### src/hdl/mre_pkg.sv
// Shared types and constants of the Modbus RTU master engine.
package mre_pkg;

  localparam int REGION_WORDS    = 256;
  localparam int REGION_AW       = $clog2(REGION_WORDS);
  localparam int IMG_WORDS       = 3 * REGION_WORDS;
  localparam int IMG_AW          = $clog2(IMG_WORDS);
  localparam int MAX_FRAME_BYTES = 256;
  localparam int LEN_W           = $clog2(MAX_FRAME_BYTES + 2);
  localparam int STAGING_WORDS   = 128;
  localparam int STG_AW          = $clog2(STAGING_WORDS);

  localparam logic [7:0] FN_READ   = 8'h03;
  localparam logic [7:0] FN_WRITE1 = 8'h06;
  localparam logic [7:0] FN_WRITEN = 8'h10;
  localparam logic [7:0] FN_MASK   = 8'h7F;
  localparam logic [15:0] CRC_INIT = 16'hFFFF;
  localparam logic [15:0] CRC_POLY = 16'hA001;

  localparam logic [1:0] REQ_READ  = 2'd0;
  localparam logic [1:0] REQ_WRITE = 2'd1;
  localparam logic [1:0] REQ_RESP  = 2'd2;
  localparam logic [1:0] REQ_QUERY = 2'd3;

  localparam logic [1:0] KIND_FRAME  = 2'd0;
  localparam logic [1:0] KIND_STATUS = 2'd1;
  localparam logic [1:0] KIND_IMAGE  = 2'd2;

  localparam logic [1:0] ST_REJECT = 2'd0;
  localparam logic [1:0] ST_ACCEPT = 2'd1;
  localparam logic [1:0] ST_EXCEPT = 2'd2;

  localparam logic [1:0] PEND_NONE  = 2'd0;
  localparam logic [1:0] PEND_READ  = 2'd1;
  localparam logic [1:0] PEND_WRITE = 2'd2;

  localparam logic [2:0] REG_FACTORY    = 3'd0;
  localparam logic [2:0] REG_SLAVE      = 3'd1;
  localparam logic [2:0] REG_SET_START  = 3'd2;
  localparam logic [2:0] REG_SET_END    = 3'd3;
  localparam logic [2:0] REG_HIST_START = 3'd4;
  localparam logic [2:0] REG_HIST_END   = 3'd5;

  typedef struct packed {
    logic [1:0]  req_type;
    logic [15:0] reg_address;
    logic [7:0]  reg_count;
    logic [15:0] data_word;
    logic [7:0]  resp_byte;
    logic        resp_last;
    logic [9:0]  image_index;
  } in_item_t;

  typedef struct packed {
    logic [1:0]  out_kind;
    logic [7:0]  frame_byte;
    logic        frame_last;
    logic [1:0]  status;
    logic [7:0]  error_code;
    logic [15:0] image_word;
  } out_item_t;

  typedef struct packed {
    logic clear;
    logic start;
  } crc_ctl_t;

endpackage

### src/hdl/mre_crc.sv
// Bit-serial CRC-16 unit that folds one byte in a bit at a time.
module mre_crc import mre_pkg::*; (
  input  logic        clk,
  input  logic        rst_n,
  input  crc_ctl_t    ctl,
  input  logic [7:0]  data,
  output logic [15:0] crc,
  output logic        busy
);

  logic [15:0] crc_r, crc_nxt;
  logic [3:0]  cnt_r, cnt_nxt;

  always_comb begin
    crc_nxt = crc_r;
    cnt_nxt = cnt_r;
    if (ctl.clear) begin
      crc_nxt = CRC_INIT;
      cnt_nxt = 4'd0;
    end else if (ctl.start) begin
      crc_nxt = crc_r ^ {8'h00, data};
      cnt_nxt = 4'd8;
    end else if (cnt_r != 4'd0) begin
      crc_nxt = crc_r[0] ? ((crc_r >> 1) ^ CRC_POLY) : (crc_r >> 1);
      cnt_nxt = cnt_r - 4'd1;
    end
  end

  always_ff @(posedge clk) begin
    if (!rst_n) begin
      crc_r <= CRC_INIT;
      cnt_r <= 4'd0;
    end else begin
      crc_r <= crc_nxt;
      cnt_r <= cnt_nxt;
    end
  end

  assign crc  = crc_r;
  assign busy = (cnt_r != 4'd0);

endmodule

### config.mk
export PLATFORM = sky130hd
export DESIGN_NAME = mre_crc
export DESIGN_NICKNAME = d
export VERILOG_FILES = /design/src/hdl/mre_pkg.sv /design/src/hdl/mre_crc.sv
export SDC_FILE = /design/constraint.sdc
export NUM_CORES = 1
export LEC_CHECK = 0
export BUFFER_PORTS_ARGS = -buffer_cell sky130_fd_sc_hd__buf_2
export CAP_MARGIN = 20
export CORE_MARGIN = 2
export CORE_UTILIZATION = 49
export DETAILED_ROUTE_END_ITERATION = 12
export GPL_ROUTABILITY_DRIVEN = 0
export GPL_TIMING_DRIVEN = 0
export PLACE_DENSITY_LB_ADDON = 0.12
export SKIP_LAST_GASP = 1
export SYNTH_ARGS = -nofsm -noshare
export SYNTH_HDL_FRONTEND = slang
export SYNTH_SLANG_ARGS = --single-unit
### constraint.sdc
create_clock -name clk -period 1.7 [get_ports clk]
set_input_delay 0.255 -clock clk [delete_from_list [all_inputs] [get_ports clk]]
set_output_delay 0.255 -clock clk [all_outputs]
set_load 0.02 [all_outputs]
==> results.md <==
* Worst setup margin at 0.101 ns
* Post-Route WL at 2340 um
* Most common cell after layout, fill and taps aside: buf_2
* Max transition margin at 70.3%
* Area after DPL at 1140 um2
* Busiest grt layer: met2
* Post-CTS Hold Buffers at 0
* Area Overhead vs Synth at 26.6%
* Worst-skew pair later-pin latency at 0.30 ns
* Initial core utilization at 50.6%
* Setup crit end kind: output pin
* GRT met3 Usage at 3.70%
* Crit path arrival time at between 1 and 1.5 ns
* # diodes at 0
* IO Count at 29
* Final setup TNS at 0 ns
* Clk buf depth at 2
* Crit start category: register
* DP Wirelength at 1550 um
* Synth Warn # at 0
* Vias at 963
* Vias per inst at 5.44
* CP cell instances: inv_2 -> ha_4 -> nor3b_4 -> inv_4 -> buf_4
* Total Nets Final at 165
* Leakage at 0.483 nW
* H-tree depth at 1
* Syn avg cell area at 8.53 um2
* Via count of the first global-routing pass at 876
* Synth unique cells at 28
* Worst min path class: input port to register
* DRC at 0
* Dpl ws at -0.0686 ns
* Critical-path top delay cell: dfxtp_2
* Final ANT Viol Nets at 0
* Slowest stage delay, CP at 0.35 ns
* Share of cells above drive strength 1 at between 30% and 40%
* CTS clock-pin slew for the worst setup and hold paths at 0.11 ns
* Pin count of the biggest net entering global routing at 12
* GRT met2 Usage at 36.8%
* Tmin final at approximately 1.6 ns
* FMAX at 625 MHz
* Met1 track demand over resource at a little over a quarter
* # fillers at 173
* Clk root buf: clkbuf_4
* Sequential area share after synthesis at 41.2%
* Initial DRT Pass Iterations at 4
* Setup violators final at 0
* RSZ-0062 raised after global routing: false
* DIE AREA at 2360 um2
* Core Box Area at 1920 um2
* Pwr Total at between 0.9 and 1 mW
* Yosys reg bits at 20
* Cell area after layout at about 1200 um2
* Mapped Area at 972 um2
* Initial antenna violation count at 0
* Tightest Pin Transition at 0.444 ns
* Worst Path Required at 1.44 ns
* Max-slew violation count at 0
* Total gr overflow at 0
* CTS tree: yes
* Clock Sinks at 20
* Commonest non-fill, non-tap cells in the layout: 28 x buf_2, 21 x nand3_1, 18 x dfxtp_1, 15 x o21ai_0, 10 x nand2b_1
* Final Hold Vio Count at 0
* Row count at 16
* Crit Path Class: register to output pin
* Worst setup skew after layout at between 0.006 and 0.007 ns
* Wirelength per Cell at 13.2 um
* VDD IR max at 0.434 mV
* Post-Syn Nets at 128
* Post-synthesis cell count at about 110
* CTS Buf Count at 3
* First-pass GRT wire length at 3950 um
* Cell area power density at 787 nW/um2
* Die width at 48.5 um
* Outcome: finished clean
* Max_cap viols at 0
* Total GRT Usage at 21.4%
* Worst-path fanout max at 7
* 1st-iter DRT viols at 12
* Height of the die at just under 50 um
* Port Buffers at 27
* Post-layout util at about 64%
* Final Cycle Share at 94.1%
-- critical path, delay by kind of cell, from the launching register on --
family / cells / cell delay (ns)
fa+ha+maj: 1 / 0.14
flops: 1 / 0.35
simple gates: 1 / 0.24
buf+inv: 3 / 0.32
-- metrics by stage --
step,hold slack (ns),std cells
2_1_floorplan,0.408,114
3_3_place_gp,0.473,168
3_5_place_dp,0.484,168
4_1_cts,0.266,174
5_1_grt,0.267,177
6_report,0.257,177
-- cell usage after synthesis --
master	number	area [um2]
nand3_1	21	105
dfxtp_1	20	400
o21ai_0	15	75.1
nand2b_1	10	62.6
a21oi_1	8	40.0
o31ai_1	7	52.6
clkbuf_1	3	11.3
nor2_1	3	11.3
and2_1	2	12.5
buf_2	2	10.0
ha_1	2	25.0
inv_1	2	7.51
mux2i_1	2	20.0
nor3_1	2	10.0
xnor2_1	2	17.5
a2111oi_2	1	15.0
a211oi_1	1	7.51
a31oi_1	1	6.26
buf_4	1	7.51
buf_6	1	11.3
clkbuf_2	1	5.00
clkinv_1	1	3.75
inv_2	1	3.75
nand3b_1	1	7.51
nor2b_1	1	6.26
nor3b_4	1	18.8
o311ai_0	1	8.76
or4b_1	1	10.0
-- final cells by class --
type,instances,area (um2),share of cell area [%]
Sequential cell,20,403,32.7
Inverter,4,17.5,1.42
Buffer,7,33.8,2.74
Clock buffer,4,36.3,2.95
Multi-Input combinational cell,82,524,42.6
Timing Repair Buffer,33,183,14.8
Tap cell,27,33.8,2.74
-- kinds of logic (layout without fill, tap and decap cells) --
family | Yosys count | count (layout) | synth area share (%)
compound gates | 34 | 34 | 21.1
xor+xnor | 2 | 2 | 1.80
fa+ha+maj | 2 | 2 | 2.57
mux | 2 | 2 | 2.06
buf+inv | 12 | 48 | 6.18
flops | 20 | 20 | 41.2
simple gates | 42 | 42 | 25.1
-- where the power goes --
part	internal [mW]	switching, mW
clock	0.131	0.151
combinational	0.0807	0.108
sequential	0.484	0.0146
total	0.695	0.273
-- state kept, by name, indices dropped and copies added, names as in the netlist --
name   count
crc       16
cnt_r      4
-- worst paths after layout --
check                        startpoint                    to  slack (ns)  depth (start not counted)
setup / recovery  cnt_r[1]$_SDFFE_PP0P_                  busy        0.10                          5
setup reg to reg  cnt_r[1]$_SDFFE_PP0P_   crc[2]$_SDFFE_PP1P_        0.13                          6
hold / removal                   ctl[1]   crc[5]$_SDFFE_PP1P_        0.26                          3
hold reg to reg    crc[15]$_SDFFE_PP1P_  crc[14]$_SDFFE_PP1P_        0.50                          2
-- layer usage --
| layer | vias up | routed length, um |
|---|---|---|
| li1 | 488 | - |
| met1 | 444 | 1050 |
| met2 | 27 | 1160 |
| met3 | 4 | 110 |
| met4 | 0 | 20 |
| met5 | - | 0 |
-- repair_timing --
| action | CTS | global route |
|---|---|---|
| gates cloned | 0 | 0 |
| setup endpoints to repair | 3 | 1 |
| gates resized for setup | 5 | 3 |
| setup buffers | 2 | 4 |
| pin swaps | 1 | 1 |
(Power assumes the default switching activity.)
